### src/rtl/mfsp_pkg.sv
// Package with the types, codes and constants shared by the MIDI file parser modules.
package mfsp_pkg;

    typedef enum logic [17:0] {
        PH_HDR_TAG   = 18'h00001,
        PH_HDR_LEN   = 18'h00002,
        PH_HDR_FMT   = 18'h00004,
        PH_HDR_NTRK  = 18'h00008,
        PH_HDR_DIV   = 18'h00010,
        PH_TRK_TAG   = 18'h00020,
        PH_TRK_LEN   = 18'h00040,
        PH_DELTA     = 18'h00080,
        PH_STATUS    = 18'h00100,
        PH_DATA1     = 18'h00200,
        PH_DATA2     = 18'h00400,
        PH_META_TYPE = 18'h00800,
        PH_META_LEN  = 18'h01000,
        PH_META_BODY = 18'h02000,
        PH_SYX_LEN   = 18'h04000,
        PH_SYX_BODY  = 18'h08000,
        PH_DONE      = 18'h10000,
        PH_HALT      = 18'h20000
    } t_phase;

    localparam logic [2:0] KIND_STATUS  = 3'd0;
    localparam logic [2:0] KIND_HEADER  = 3'd1;
    localparam logic [2:0] KIND_CHANNEL = 3'd2;
    localparam logic [2:0] KIND_TEMPO   = 3'd3;
    localparam logic [2:0] KIND_BEATS   = 3'd4;
    localparam logic [2:0] KIND_TRACK   = 3'd5;

    localparam logic [2:0] ERR_NONE     = 3'd0;
    localparam logic [2:0] ERR_HDR_TAG  = 3'd1;
    localparam logic [2:0] ERR_HDR_LEN  = 3'd2;
    localparam logic [2:0] ERR_FORMAT   = 3'd3;
    localparam logic [2:0] ERR_TRK_TAG  = 3'd4;
    localparam logic [2:0] ERR_TRUNC    = 3'd5;
    localparam logic [2:0] ERR_OVERRUN  = 3'd6;

    localparam logic [7:0] META_TEMPO   = 8'h51;
    localparam logic [7:0] META_TIMESIG = 8'h58;
    localparam logic [7:0] STATUS_META  = 8'hFF;
    localparam logic [7:0] STATUS_SYS   = 8'hF0;
    localparam logic [3:0] HI_PROGRAM   = 4'hC;
    localparam logic [3:0] HI_PRESSURE  = 4'hD;
    localparam logic [3:0] HI_NOTE_ON   = 4'h9;
    localparam logic [3:0] HI_NOTE_OFF  = 4'h8;

    localparam logic [31:0] TAG_HEADER = 32'h4D546864;
    localparam logic [31:0] TAG_TRACK  = 32'h4D54726B;

    typedef struct packed {
        t_phase      phase;
        logic [1:0]  fbc;
        logic [31:0] word;
        logic [31:0] trk_left;
        logic [15:0] tracks_left;
        logic [15:0] cur_track;
        logic [7:0]  run_status;
        logic [31:0] delta_acc;
        logic [7:0]  evt_status;
        logic [7:0]  first_data;
        logic [7:0]  meta_type;
        logic [31:0] pay_left;
        logic [1:0]  fmt;
        logic        fatal;
    } t_state;

    typedef struct packed {
        logic        emit;
        logic [2:0]  kind;
        logic [15:0] track_index;
        logic [31:0] delta_ticks;
        logic [7:0]  status_byte;
        logic [7:0]  data_one;
        logic [7:0]  data_two;
        logic [23:0] value;
        logic [1:0]  file_format;
        logic [15:0] track_total;
        logic [2:0]  error;
        logic        file_end;
    } t_result;

    localparam t_state STATE_RESET = '{phase: PH_HDR_TAG, default: '0};

endpackage

### src/rtl/midi_file_stream_parser.sv
// Top level of the streaming Standard MIDI File parser.
// The parser takes one file byte per transfer and can take a byte in every cycle: each byte
// updates the parse state when it is taken, and the result it causes (at most one) is held
// in an output register, so a new byte is taken whenever that register is empty or is being
// drained in the same cycle. A taken byte's result is in that register in the next cycle.
// It checks the header chunk, walks the counted track chunks, applies running status, and
// reports channel events, tempo, beats per bar, header data and track ends; errors and the
// final byte of the file are flagged on the result fields. After the final byte the parser
// starts over with a new file.
module midi_file_stream_parser (
    input  logic        i_clk,
    input  logic        i_rst_n,
    input  logic        i_valid,
    output logic        o_ready,
    input  logic [7:0]  i_byte_value,
    input  logic        i_last_of_file,
    output logic        o_valid,
    input  logic        i_ready,
    output logic [2:0]  o_kind,
    output logic [15:0] o_track_index,
    output logic [31:0] o_delta_ticks,
    output logic [7:0]  o_status_byte,
    output logic [7:0]  o_data_one,
    output logic [7:0]  o_data_two,
    output logic [23:0] o_value,
    output logic [1:0]  o_file_format,
    output logic [15:0] o_track_total,
    output logic [2:0]  o_error,
    output logic        o_file_end
);
    import mfsp_pkg::*;

    t_state  r_state;
    t_state  n_state;
    t_result n_res;
    t_result r_res;
    logic    r_valid;
    logic    accept;

    mfsp_core u_core (
        .i_state (r_state),
        .i_byte  (i_byte_value),
        .i_last  (i_last_of_file),
        .o_state (n_state),
        .o_res   (n_res)
    );

    // The output register frees up in the same cycle its result is taken.
    assign o_ready = !r_valid || i_ready;
    assign accept  = i_valid && o_ready;

    always_ff @(posedge i_clk) begin
        if (!i_rst_n) begin
            r_state <= STATE_RESET;
            r_valid <= 1'b0;
        end else if (accept) begin
            r_state <= n_state;
            r_valid <= n_res.emit;
        end else if (i_ready) begin
            r_valid <= 1'b0;
        end
    end

    always_ff @(posedge i_clk) begin
        if (accept) begin
            r_res <= n_res;
        end
    end

    assign o_valid       = r_valid;
    assign o_kind        = r_res.kind;
    assign o_track_index = r_res.track_index;
    assign o_delta_ticks = r_res.delta_ticks;
    assign o_status_byte = r_res.status_byte;
    assign o_data_one    = r_res.data_one;
    assign o_data_two    = r_res.data_two;
    assign o_value       = r_res.value;
    assign o_file_format = r_res.file_format;
    assign o_track_total = r_res.track_total;
    assign o_error       = r_res.error;
    assign o_file_end    = r_res.file_end;

endmodule

### src/rtl/mfsp_core.sv
// Next-state and result logic of the MIDI file parser for one input byte.
module mfsp_core (
    input  mfsp_pkg::t_state  i_state,
    input  logic [7:0]        i_byte,
    input  logic              i_last,
    output mfsp_pkg::t_state  o_state,
    output mfsp_pkg::t_result o_res
);
    import mfsp_pkg::*;

    t_state      s;
    t_state      n;
    t_result     r;
    logic        do_end;
    logic [31:0] word_sh;
    logic [31:0] vlq;
    logic [7:0]  tag_byte_h;
    logic [7:0]  tag_byte_t;
    logic [3:0]  st_hi;
    logic [1:0]  fbc_inc;

    always_comb begin
        s          = i_state;
        n          = i_state;
        r          = '0;
        do_end     = 1'b0;
        word_sh    = {s.word[23:0], i_byte};
        vlq        = {s.pay_left[24:0], i_byte[6:0]};
        tag_byte_h = TAG_HEADER[8'(31 - 8 * int'(s.fbc)) -: 8];
        tag_byte_t = TAG_TRACK[8'(31 - 8 * int'(s.fbc)) -: 8];
        st_hi      = s.evt_status[7:4];
        fbc_inc    = s.fbc + 2'd1;
        r.track_index = s.cur_track;

        unique case (s.phase)
            PH_HDR_TAG, PH_TRK_TAG: begin
                if (i_byte != ((s.phase == PH_HDR_TAG) ? tag_byte_h : tag_byte_t)) begin
                    r.emit  = 1'b1;
                    r.kind  = KIND_STATUS;
                    r.error = (s.phase == PH_HDR_TAG) ? ERR_HDR_TAG : ERR_TRK_TAG;
                    n.fatal = 1'b1;
                    n.phase = PH_HALT;
                end else if (s.fbc == 2'd3) begin
                    n.fbc   = 2'd0;
                    n.phase = (s.phase == PH_HDR_TAG) ? PH_HDR_LEN : PH_TRK_LEN;
                end else begin
                    n.fbc = fbc_inc;
                end
            end
            PH_HDR_LEN, PH_TRK_LEN: begin
                n.word = word_sh;
                if (s.fbc == 2'd3) begin
                    n.fbc = 2'd0;
                    if (s.phase == PH_HDR_LEN) begin
                        if (word_sh != 32'd6) begin
                            r.emit  = 1'b1;
                            r.kind  = KIND_STATUS;
                            r.error = ERR_HDR_LEN;
                            n.fatal = 1'b1;
                            n.phase = PH_HALT;
                        end else begin
                            n.phase = PH_HDR_FMT;
                        end
                    end else begin
                        n.trk_left   = word_sh;
                        n.run_status = 8'd0;
                        n.delta_acc  = 32'd0;
                        n.phase      = PH_DELTA;
                        do_end       = (word_sh == 32'd0);
                    end
                end else begin
                    n.fbc = fbc_inc;
                end
            end
            PH_HDR_FMT, PH_HDR_NTRK, PH_HDR_DIV: begin
                n.word = word_sh;
                if (s.fbc >= 2'd1) begin
                    n.fbc = 2'd0;
                    if (s.phase == PH_HDR_FMT) begin
                        if (word_sh[15:0] > 16'd2) begin
                            r.emit  = 1'b1;
                            r.kind  = KIND_STATUS;
                            r.error = ERR_FORMAT;
                            n.fatal = 1'b1;
                            n.phase = PH_HALT;
                        end else begin
                            n.fmt   = word_sh[1:0];
                            n.phase = PH_HDR_NTRK;
                        end
                    end else if (s.phase == PH_HDR_NTRK) begin
                        n.tracks_left = word_sh[15:0];
                        n.phase       = PH_HDR_DIV;
                    end else begin
                        r.emit        = 1'b1;
                        r.kind        = KIND_HEADER;
                        r.value       = {8'd0, word_sh[15:0]};
                        r.file_format = s.fmt;
                        r.track_total = s.tracks_left;
                        n.phase       = (s.tracks_left != 16'd0) ? PH_TRK_TAG : PH_DONE;
                    end
                end else begin
                    n.fbc = fbc_inc;
                end
            end
            PH_DELTA, PH_STATUS, PH_DATA1, PH_DATA2, PH_META_TYPE, PH_META_LEN,
            PH_META_BODY, PH_SYX_LEN, PH_SYX_BODY: begin
                if (s.trk_left == 32'd0) begin
                    do_end = 1'b1;
                end else begin
                    n.trk_left = s.trk_left - 32'd1;
                    unique case (s.phase)
                        PH_DELTA: begin
                            n.delta_acc = {s.delta_acc[24:0], i_byte[6:0]};
                            if (!i_byte[7]) begin
                                n.phase = PH_STATUS;
                            end
                        end
                        PH_STATUS: begin
                            if (!i_byte[7]) begin
                                if (s.run_status == 8'd0) begin
                                    r.emit        = 1'b1;
                                    r.kind        = KIND_CHANNEL;
                                    r.delta_ticks = s.delta_acc;
                                    n.delta_acc   = {24'd0, i_byte};
                                end else begin
                                    n.evt_status = s.run_status;
                                    n.first_data = i_byte;
                                    if (s.run_status[7:4] == HI_PROGRAM ||
                                        s.run_status[7:4] == HI_PRESSURE) begin
                                        r.emit        = 1'b1;
                                        r.kind        = KIND_CHANNEL;
                                        r.delta_ticks = s.delta_acc;
                                        r.status_byte = s.run_status;
                                        r.data_one    = i_byte;
                                        n.delta_acc   = 32'd0;
                                        n.phase       = PH_DELTA;
                                    end else begin
                                        n.phase = PH_DATA2;
                                    end
                                end
                            end else if (i_byte == STATUS_META) begin
                                n.run_status = 8'd0;
                                n.phase      = PH_META_TYPE;
                            end else if (i_byte >= STATUS_SYS) begin
                                n.run_status = 8'd0;
                                n.pay_left   = 32'd0;
                                n.phase      = PH_SYX_LEN;
                            end else begin
                                n.run_status = i_byte;
                                n.evt_status = i_byte;
                                n.phase      = PH_DATA1;
                            end
                        end
                        PH_DATA1: begin
                            n.first_data = i_byte;
                            if (st_hi == HI_PROGRAM || st_hi == HI_PRESSURE) begin
                                r.emit        = 1'b1;
                                r.kind        = KIND_CHANNEL;
                                r.delta_ticks = s.delta_acc;
                                r.status_byte = s.evt_status;
                                r.data_one    = i_byte;
                                n.delta_acc   = 32'd0;
                                n.phase       = PH_DELTA;
                            end else begin
                                n.phase = PH_DATA2;
                            end
                        end
                        PH_DATA2: begin
                            r.emit        = 1'b1;
                            r.kind        = KIND_CHANNEL;
                            r.delta_ticks = s.delta_acc;
                            // A note-on with zero velocity is a note-off.
                            r.status_byte = (st_hi == HI_NOTE_ON && i_byte == 8'd0) ?
                                            {HI_NOTE_OFF, s.evt_status[3:0]} : s.evt_status;
                            r.data_one    = s.first_data;
                            r.data_two    = i_byte;
                            n.delta_acc   = 32'd0;
                            n.phase       = PH_DELTA;
                        end
                        PH_META_TYPE: begin
                            n.meta_type = i_byte;
                            n.pay_left  = 32'd0;
                            n.phase     = PH_META_LEN;
                        end
                        PH_META_LEN: begin
                            n.pay_left = vlq;
                            if (!i_byte[7]) begin
                                if (vlq > n.trk_left) begin
                                    n.pay_left = n.trk_left;
                                    r.emit     = 1'b1;
                                    r.kind     = KIND_STATUS;
                                    r.error    = ERR_OVERRUN;
                                end
                                if (s.meta_type == META_TEMPO && n.pay_left < 32'd3) begin
                                    n.meta_type = 8'd0;
                                end
                                if (s.meta_type == META_TIMESIG && n.pay_left < 32'd2) begin
                                    n.meta_type = 8'd0;
                                end
                                n.fbc  = 2'd0;
                                n.word = 32'd0;
                                if (n.pay_left != 32'd0) begin
                                    n.phase = PH_META_BODY;
                                end else begin
                                    n.delta_acc = 32'd0;
                                    n.phase     = PH_DELTA;
                                end
                            end
                        end
                        PH_META_BODY: begin
                            n.pay_left = s.pay_left - 32'd1;
                            if (s.meta_type == META_TEMPO && s.fbc < 2'd3) begin
                                n.word = word_sh;
                                n.fbc  = fbc_inc;
                                if (fbc_inc == 2'd3) begin
                                    r.emit  = 1'b1;
                                    r.kind  = KIND_TEMPO;
                                    r.value = word_sh[23:0];
                                end
                            end else if (s.meta_type == META_TIMESIG && s.fbc == 2'd0) begin
                                n.fbc   = 2'd1;
                                r.emit  = 1'b1;
                                r.kind  = KIND_BEATS;
                                r.value = {16'd0, i_byte};
                            end
                            if (n.pay_left == 32'd0) begin
                                n.delta_acc = 32'd0;
                                n.phase     = PH_DELTA;
                            end
                        end
                        PH_SYX_LEN: begin
                            n.pay_left = vlq;
                            if (!i_byte[7]) begin
                                if (vlq != 32'd0) begin
                                    n.phase = PH_SYX_BODY;
                                end else begin
                                    n.delta_acc = 32'd0;
                                    n.phase     = PH_DELTA;
                                end
                            end
                        end
                        default: begin
                            n.pay_left = s.pay_left - 32'd1;
                            if (n.pay_left == 32'd0) begin
                                n.delta_acc = 32'd0;
                                n.phase     = PH_DELTA;
                            end
                        end
                    endcase
                    if (n.trk_left == 32'd0) begin
                        do_end = 1'b1;
                    end
                end
            end
            default: begin
            end
        endcase

        if (do_end) begin
            if (!r.emit || r.kind == KIND_STATUS) begin
                r.emit = 1'b1;
                r.kind = KIND_TRACK;
            end
            n.run_status  = 8'd0;
            n.cur_track   = s.cur_track + 16'd1;
            n.tracks_left = s.tracks_left - 16'd1;
            n.fbc         = 2'd0;
            n.phase       = (n.tracks_left != 16'd0) ? PH_TRK_TAG : PH_DONE;
        end

        if (i_last) begin
            r.emit     = 1'b1;
            r.file_end = 1'b1;
            if (n.phase != PH_DONE && n.phase != PH_HALT && !n.fatal) begin
                r.error = ERR_TRUNC;
            end
            n = STATE_RESET;
        end
    end

    assign o_state = n;
    assign o_res   = r;

endmodule

### config.mk
export PLATFORM = sky130hd
export DESIGN_NAME = midi_file_stream_parser
export DESIGN_NICKNAME = d
export VERILOG_FILES = /design/src/rtl/mfsp_pkg.sv /design/src/rtl/midi_file_stream_parser.sv /design/src/rtl/mfsp_core.sv
export SDC_FILE = /design/constraint.sdc
export NUM_CORES = 1
export LEC_CHECK = 0
export ABC_CLOCK_PERIOD_IN_PS = 15100
export BUFFER_PORTS_ARGS = -buffer_cell sky130_fd_sc_hd__buf_2
export CAP_MARGIN = 40
export CORE_MARGIN = 5
export CORE_UTILIZATION = 31
export CTS_CLUSTER_DIAMETER = 40
export CTS_CLUSTER_SIZE = 40
export DETAILED_ROUTE_END_ITERATION = 8
export GPL_TIMING_DRIVEN = 0
export SKIP_LAST_GASP = 1
export SYNTH_ARGS = -nofsm -noshare
export SYNTH_HDL_FRONTEND = slang
export SYNTH_SLANG_ARGS = --single-unit
### constraint.sdc
create_clock -name i_clk -period 15.1 [get_ports i_clk]
set_clock_uncertainty 0.05 [all_clocks]
set_input_delay 4.53 -clock i_clk [delete_from_list [all_inputs] [get_ports i_clk]]
set_output_delay 4.53 -clock i_clk [all_outputs]
set_load 0.02 [all_outputs]
After elaboration in Yosys (flattened, before gate mapping)
Cells that the tools add are included.
{ "totals": {"reg_bits": 329, "input_bits": 13, "out_inout_bits": 123, "elab_cells": 331} }
{ "op_classes": {"addsub": 6, "n_lt_le_gt_ge": 7, "eq_ne": 67, "n_shift": 2, "n_mux": 155, "bitwise_logic": 4, "n_reduce_logical": 64} }
{ "op_table": {"columns": ["cell", "count"], "rows": [
  ["$mux W32", 21],
  ["$mux W18", 14],
  ["$pmux W32 S7", 1],
  ["$mux W215", 1],
  ["$mux W40", 4],
  ["$pmux W32 S5", 1],
  ["$mux W48", 3],
  ["$pmux W48 S3", 1],
  ["$logic_not A32 Y1", 4],
  ["$pmux W32 S2", 2],
  ["$pmux W18 S7", 1],
  ["$mux W16", 7],
  ["$mux W8", 14],
  ["$mux W24", 4],
  ["$mux W96", 1],
  ["$mux W4", 21],
  ["$mux W84", 1],
  ["$pmux W20 S4", 1],
  ["$pmux W40 S2", 1],
  ["$shiftx A39 B6 Y8 const A", 2],
  ["$pmux W34 S2", 1],
  ["$lt A32 B2 Y1 const B", 2],
  ["$reduce_bool A32 Y1", 2],
  ["$sub A32 B1 Y32 const B", 2],
  ["88 further kinds", 193]
]} }

Longest topological paths before layout
Gate-level depths: netlist of the first run.
{ "logic_depth": {"ltp_word": 19, "depth_mapped": 23, "mapped_depth_nobuf": 21} }

Hierarchy
Synthesis of the first run repeated with hierarchy kept, for this count alone.
{ "hier_totals": {"cells_unflattened": 2892, "hier_area_um2": 22829.4} }
{ "modules_own_cells": {"columns": ["module", "instances", "cells_per_inst", "area_per_inst_um2", "seq_area_each_um2"], "rows": [
  ["midi_file_stream_parser", 1, 1058, 12167.9, 7957.6],
  ["mfsp_core", 1, 1834, 10661.5, 0.0]
]} }

Worst setup path after synthesis of the first run
No wires, ideal clock.
{ "synth_timing": {"path_kind": "input-to-reg", "start": "in i_ready", "end": "reg r_state[1] (netlist bit)", "setup_ps": 140, "arrival_time_ps": 9435, "required_ps": 14910, "slack_ps": 5475, "path_stages": 7, "n_path_buf": 1, "path_cell_list": "nand2b_1 nand2_1 clkinv_1 clkbuf_1 o21ai_0 nand2_1 a21boi_0"} }
{ "synth_between": {"elab_chain_len": 3} }
{ "synth_lines": {"columns": ["element", "line_no", "rtl"], "rows": [
  ["start: declaration", "midi_file_stream_parser.sv:18", "input logic i_ready,"],
  ["$logic_or A1 B1 Y1", "midi_file_stream_parser.sv:49", "assign o_ready = !r_valid || i_ready;"],
  ["$logic_and A1 B1 Y1", "midi_file_stream_parser.sv:50", "assign accept = i_valid && o_ready;"],
  ["net accept", "midi_file_stream_parser.sv:38", "logic accept;"],
  ["$reduce_and A5 Y1 (no line)", null, null],
  ["end signal: assignment", "midi_file_stream_parser.sv:57", "r_state <= n_state;"],
  ["end: declaration", "midi_file_stream_parser.sv:33", "t_state r_state;"]
]} }
The timed path passes the listed nets, and every way through them passes these cells.
A chain may end at the register's enable or synchronous reset.

Final worst setup path of the first run
{ "layout_timing": {"start": "in i_ready", "end": "out o_ready"} }
{ "layout_between": {"elab_chain_len": 1} }
{ "layout_lines": {"columns": ["element", "line_no", "rtl"], "rows": [
  ["$logic_or A1 B1 Y1", "midi_file_stream_parser.sv:49", null],
  ["end: declaration", "midi_file_stream_parser.sv:14", "output logic o_ready,"]
]} }
No other way between the ends.

==> impl_results.md, run 1 <==
* PD cells at about 120 mW/mm^2
* Flop pwr share at 0.339
* DRC viols at 0
* Area share of the largest cell type after synthesis at 0.214
* Maximum vdd drop at 0.0842 mV
* Share of cells above drive strength 1 at 0.157
* Slowest stage delay, CP at 180 ps
* Setup ws final at 5540 ps
* Final period utilization at 0.633
* Clk buf depth at 3
* DRT Wirelength at around 77 mm
* EDFF count, synth at 121
* Synth Instances at 2,272
* Max-slew violations at 0
* Area of the core at roughly 0.062 mm^2
* Syn Area/Cell at ~8.6 um^2
* Starting Density at 0.314
* # IOs at 136
* Required @ worst endpoint at 10,520 ps
* Antenna-violating nets left at 0
* Die H at between 200 and 300 um
* Slew headroom at 0.349
* Setup Buffers After CTS at 0
* Final net count at between 2,000 and 3,000
* Total CTS buffers at 60
* Via count at around 19,000
* Internal at slightly below 2 mW
* FMAX at 0.105 GHz
* Setup Viol. Count Final at 0
* Dpl cell area at 0.0214 mm^2
* Root Driver: clkbuf_16
* #FFs+latches synth at 329
* Pin count of the biggest net entering global routing at 65
* Unrepaired setup endpoints after global routing: no
* TritonCTS clock tree: done
* P&R area growth vs syn at 21.5%
* Die ar. at 0.0679 mm^2
* CP Capture Type: output pin
* Data arrival, critical path at 4980 ps
* Hold WC Path Type: flop to flop
* Total GRT Usage at 0.218
* Slowest-stage cell, CP: nand2b_1
* Top cell type by total area after synthesis: dfxtp_1
* Buf/Inv on CP at 2
* Netlist area before placement at roughly 0.019 mm^2
* Top_reg_cell synth: dfxtp_1
* DR pass1 iterations at 6
* Combinational fraction of design power at 0.145
* Antenna violations before repair at 2
* CTS H-tree depth at 2
* CP delay by family, top: buffers and inverters
* WS Path Type: primary input to output pin
* First-pass GRT wire length at 115 mm
* MaxCap Viol Count at 0
* # hold bufs at CTS at 0
* Crit path cell chain: buf_2 -> nand2b_1 -> buf_2
* Clock transition at path regs at 60 ps
* Clk pwr share at 0.516
* Worst-Skew Late Latency at 640 ps
* Final instance area at 0.0236 mm^2
* Wire per inst at 22.8 um
* Via/cell ratio at 5.73
* Fin Setup TNS at 0 ps
* Commonest cells in the netlist: 208 x dfxtp_1, 184 x nor2_1, 168 x nand2_1, 150 x a21oi_1, 136 x clkbuf_1
* Post-DP HPWL at 58.6 mm
* Top cells by area, synth: dfxtp_1 21%, edfxtp_1 19%, a21oi_1 3.9%
* Sw Ratio at 0.300
* Vias in the first global route at 18,357
* Leakage power at roughly 9 nW
* Port Buffers at 134
* Worst-Margin Slew at 968 ps
* Asr flop ratio synth at 0
* Outcome: completed
* GPL Wtd Cong at 1.01
* CP dominant cell by count: buf_2
* Distinct cells, synth at 93
* Post-Syn Nets at 2,329
* # rows at slightly above 90
* Synth warn at 0
* Pre-CTS WS at 5550 ps
* CTS sink cnt at approximately 330
* Hold Violations, Final at 0
* Final Critical Period at 9560 ps
* Startpoint types: primary input
* CTS-repair resized insts at 0
* NetSw at 0.847 mW
* GRT overflow at 0
* Die W at 261 um
* Initial DRC count at ~1,800
* Critical path fanouts, max at 3
* Final Util at 0.382
* Top-count cell post-synth: dfxtp_1
* Post-synthesis sequential area ratio at 0.401
cell families after synthesis:
family | after synthesis | synth area share
buffers and inverters | 215 | 0.0469
AND/OR/NAND/NOR | 1036 | 0.296
multiplexers | 24 | 0.0123
AO/OA/AOI/OAI | 563 | 0.188
flip-flops | 329 | 0.401
XOR/XNOR | 61 | 0.0282
adder cells (fa/ha/maj) | 44 | 0.0283
power groups by stage:
stage	Combinational, mW	Clock, mW	Sequential (mW)
4_1_cts	0.399	1.48	0.956
5_1_grt	0.436	1.52	0.957
3_3_place_gp	0.388	0	0.978
6_report	0.409	1.45	0.956
3_5_place_dp	0.397	0	0.974
2_1_floorplan	0.229	0	0.995
worst paths after layout:
path / cells after the start / endpoint / from / slack (ps)
max: 3 / o_ready / i_ready / 5540
min: 2 / r_state[84] / r_state[84] / 400
max reg2reg: 21 / r_state[22] / r_state[131] / 8500
min reg2reg: 2 / r_state[84] / r_state[84] / 400
cells in the final DEF (no fill, tap or decap), types with 61 or more instances in the layout:
cell type  synthesis  routed
dfxtp_1          208     208
nor2_1           184     184
nand2_1          168     168
buf_2             19     160
a21oi_1          150     150
clkbuf_1         136     139
nor3_1           131     131
o21ai_0          121     121
edfxtp_1         121     121
nor2b_1          105     105
and2_1            78      78
nand3_1           61      61
through the flow:
stage / power, mW / instances / hold slack [ps]
finish: 2.82 / 3379 / 399
global route: 2.91 / 3378 / 418
CTS: 2.83 / 3378 / 403
detailed placement: 1.37 / 3264 / 392
global placement: 1.37 / 3243 / 396
floorplan: 1.22 / 2272 / 367
state kept, by name, summed over array words and instances (netlist names):
name	cells
r_state	207
o_delta_ticks	32
o_value	24
o_track_index	16
o_track_total	16
o_data_one	8
o_data_two	8
o_status_byte	8
o_error	3
o_kind	3
o_file_format	2
o_file_end	1
o_valid	1
worst register-to-register path: stages, from the launching register on:
cell      delay (ps)
dfxtp_1          330
buf_4            190
inv_1            120
ha_1             300
nor3b_1          620
nand3_1          430
or2_2            450
nor3_1           190
xnor2_1          390
ha_1             390
a21o_1           160
a211oi_1         200
o21ai_0          110
a21oi_1          260
o211a_1          300
or2_1            130
clkbuf_1         230
nor2_1            90
o21ai_0          550
clkbuf_1         540
a221oi_1         240
o21ai_0          220
area by class of cell:
class	count	area (um^2)
antenna	1	2.50
buffer	178	778
clock buffer	65	1530
clock inverter	49	684
fill	6345	38300
inverter	37	139
multi-input combinational	1728	10800
sequential	329	7800
tap	837	1050
timing repair buffer	155	887
routing by layer:
layer / GRT usage / part of all wire / vias to the layer above
met5: 0 / 0.00027 / -
met4: 0.0864 / 0.044 / 4
met3: 0.0503 / 0.095 / 194
met2: 0.338 / 0.44 / 1002
met1: 0.296 / 0.42 / 9327
li1: - / - / 8849
No activity file was read; power rests on OpenSTA's default activity.
==> run 2: changes to the inputs <==
--- a/config.mk
+++ b/config.mk
@@ -5,7 +5,8 @@
 export SDC_FILE = /design/constraint.sdc
 export NUM_CORES = 1
 export LEC_CHECK = 0
-export ABC_CLOCK_PERIOD_IN_PS = 15100
+export ABC_AREA = 1
+export ABC_CLOCK_PERIOD_IN_PS = 9810
 export BUFFER_PORTS_ARGS = -buffer_cell sky130_fd_sc_hd__buf_2
 export CAP_MARGIN = 40
 export CORE_MARGIN = 5
==> constraint.sdc (replaced) <==
create_clock -name i_clk -period 9.81 [get_ports i_clk]
set_clock_uncertainty 0.05 [all_clocks]
set_input_delay 2.943 -clock i_clk [delete_from_list [all_inputs] [get_ports i_clk]]
set_output_delay 2.943 -clock i_clk [all_outputs]
set_load 0.02 [all_outputs]
==> run 2 against run 1 <==
Compared with the run above: utilization shrank 0.79 points; final area grew 4.1%; total power grew 140%; via count grew 10%; cell count grew 17%; sequential share of layout area shrank 1.3 points; register-to-register slack lost 4600 ps; synthesized cell count grew 25%; worst hold slack gained 13 ps; routed wire length grew 6.4%; worst setup slack lost 2200 ps; sequential power grew 76%; critical endpoint is now r_state[70]; highest routed layer is now met4.
==> impl_results.md, run 2 <==
* Post-synthesis sequential area ratio at 0.379 (-0.0218)
* Die ar. at 0.0717 mm^2 (+5.5%)
* Clk buf depth at 3 (unchanged)
* Die H at 268 um (+2.7%)
* Critical path fanouts, max at 10 (+7)
* # hold bufs at CTS at 0 (unchanged)
* Slew headroom at 0.329 (-0.0199)
* Total CTS buffers at 57 (-5.0%)
* TritonCTS clock tree: done
* Dpl cell area at 0.0226 mm^2 (+5.4%)
* Biggest register: r_state
* Slowest stage delay, CP at 410 ps (+230 ps)
* #FFs+latches synth at 329 (unchanged)
* Syn Area/Cell at 7.27 um^2 (-15%)
* CP Capture Type: flop
* Worst-Margin Slew at 998 ps (+29.5 ps)
* Via/cell ratio at 5.39 (-6.0%)
* FMAX at 0.154 GHz
* Post-Syn Nets at 2,890 (+24%)
* Via count at 21,350 (+10%)
* Total GRT Usage at 0.218 (-0.000509)
* Setup Viol. Count Final at 0 (unchanged)
* Top-count cell post-synth: nand2_1
* Area of the core at 0.0659 mm^2 (+6.3%)
* Worst-Skew Late Latency at 640 ps (about the same)
* Setup Buffers After CTS at 0 (unchanged)
* Clock transition at path regs at 60 ps (about the same)
* Filler instances at 7,061 (+11%)
* DR pass1 iterations at 6 (unchanged)
* GPL Wtd Cong at 1.01 (+0.74%)
* Share of cells above drive strength 1 at 0.133 (-0.0239)
* Outcome: completed
* Top_reg_cell synth: dfxtp_1
* Final net count at 3,104 (+22%)
* Commonest non-fill, non-tap cell in the layout: nand2_1
* Synth Instances at 2,833 (+25%)
* Maximum vdd drop at 0.147 mV (+75%)
* Flop2flop setup slack at 3930 ps (-4570 ps)
* Root Driver: clkbuf_16
* Required @ worst endpoint at 10,220 ps (-300 ps)
* WS Path Type: primary input to flop
* Startpoint types: primary input
* Area share of the largest cell type after synthesis at 0.202 (-0.0116)
* # diodes at 0 (-1)
* Die W at 268 um (+2.7%)
* Distinct cells, synth at 64 (-31%)
* Post-DP HPWL at 64.5 mm (+10%)
* Wire per inst at 20.7 um (-9.2%)
* GRT overflow at 0 (unchanged)
* DRT Wirelength at 81.8 mm (+6.4%)
* Slowest-stage cell, CP: o21ai_0
* Antenna violations before repair at 0 (-2)
* Data arrival, critical path at 6910 ps (+1930 ps)
* Asr flop ratio synth at 0 (unchanged)
* # IOs at 136 (unchanged)
* Most frequent cells in the layout: 498 x nand2_1, 307 x nor2_1, 304 x inv_1, 236 x a21oi_1, 208 x dfxtp_1
* Antenna-violating nets left at 0 (unchanged)
* Starting Density at 0.313 (-0.00170)
* First-pass GRT wire length at 122 mm (+5.3%)
* Largest register FFs at 207 (unchanged)
* Port Buffers at 133 (-0.75%)
* Initial DRC count at 2,542 (+44%)
* Commonest cells in the netlist: 498 x nand2_1, 307 x nor2_1, 304 x inv_1, 236 x a21oi_1, 208 x dfxtp_1
* Hold Violations, Final at 0 (unchanged)
* Top cells by area, synth: dfxtp_1 20%, edfxtp_1 18%, nand2_1 9.1%
* # rows at 94 (+3.3%)
* MaxCap Viol Count at 0 (unchanged)
* CTS sink cnt at 329 (unchanged)
* Synth warn at 0 (unchanged)
* Final Util at 0.374 (-0.00792)
* Final period utilization at 0.663
* Netlist area before placement at 0.0206 mm^2 (+5.8%)
* Final Critical Period at 6500 ps
* Leakage power at 9.93 nW (+12%)
* EDFF count, synth at 121 (unchanged)
* Top cell type by total area after synthesis: dfxtp_1
* Final instance area at 0.0246 mm^2 (+4.1%)
* P&R area growth vs syn at 19.6%
* CP dominant cell by count: nand2_1
* Pin count of the biggest net entering global routing at 57 (-12%)
* Max-slew violations at 0 (unchanged)
* CTS-repair resized insts at 0 (unchanged)
* Unrepaired setup endpoints after global routing: no
* Vias in the first global route at 19,835 (+8.1%)
* PD cells at 277 mW/mm^2 (+130%)
* Hold WC Path Type: flop to flop
* DRC viols at 0 (unchanged)
* CTS H-tree depth at 2 (unchanged)
## run 2: cell types whose count changed after synthesis, moves of 31 or more
cell      previous run  this run
clkbuf_1           136        91
and2_1              78         1
a21oi_1            150       236
nand3_1             61       206
nor2_1             184       307
a211oi_1             5        65
nor2b_1            105         0
a211oi_2             0        31
nand4_1             46        77
xor2_1              25        58
o21ai_0            121       158
a21boi_0            39         0
inv_1               35       304
nand2_1            168       498
## run 2: area by class of cell
cell class | count | area [um^2] | area share
Clock inverter | 44 | 536 | 0.0218
Clock buffer | 64 | 1490 | 0.0607
Inverter | 331 | 1240 | 0.0506
Tap cell | 864 | 1080 | 0.0439
Sequential cell | 329 | 7800 | 0.317
Timing Repair Buffer | 155 | 916 | 0.0372
Multi-Input combinational cell | 2034 | 10900 | 0.443
Buffer | 139 | 639 | 0.0260
## run 2: worst paths after layout
| check | from | depth (start not counted) | to |
|---|---|---|---|
| setup / recovery | i_byte_value[0] | 29 | r_state[70] |
| hold / removal | r_state[107] | 0 | o_track_index[8] |
| setup reg to reg | r_state[131] | 36 | r_state[70] |
| hold reg to reg | r_state[107] | 0 | o_track_index[8] |
## run 2: critical path, delay by kind of cell
family / cells / cell delay (ps)
buf+inv: 7 / 1170
compound gates: 6 / 1000
fa+ha+maj: 1 / 340
simple gates: 15 / 1420
## run 2: cell families (layout without fill, tap and decap cells)
logic type / after synthesis / count (layout) / synth area share
buffers and inverters: 470 / 733 / 0.0914
flip-flops: 329 / 329 / 0.379
AND/OR/NAND/NOR: 1297 / 1297 / 0.283
adder cells (fa/ha/maj): 44 / 44 / 0.0267
AO/OA/AOI/OAI: 619 / 619 / 0.188
XOR/XNOR: 74 / 74 / 0.0318
## run 2: stage by stage
| stage | setup WS, ps | power [mW] | hold WS, ps | setup TNS (ps) | instances |
|---|---|---|---|---|---|
| floorplan | 1340 | 3.77 | 380 | 0 | 2833 |
| global placement | -1970 | 4.69 | 398 | -71840 | 3830 |
| detailed placement | 2210 | 4.68 | 405 | 0 | 3850 |
| CTS | 2830 | 6.77 | 414 | 0 | 3958 |
| global route | 3140 | 7.19 | 428 | 0 | 3960 |
| finish | 3310 | 6.83 | 412 | 0 | 3960 |
## run 2: where the power goes
group          switching (mW)  leakage [nW]  internal [mW]
registers               0.115          2.93           1.57
clock network           0.817         0.982           1.25
logic                    2.21          6.02          0.870
total                    3.14          9.93           3.69
## run 2: per-layer routing
metal,GRT usage,share of wire
met1,0.313,0.45
met4,0.0620,0.030
met2,0.323,0.42
met5,0,0
met3,0.0571,0.10
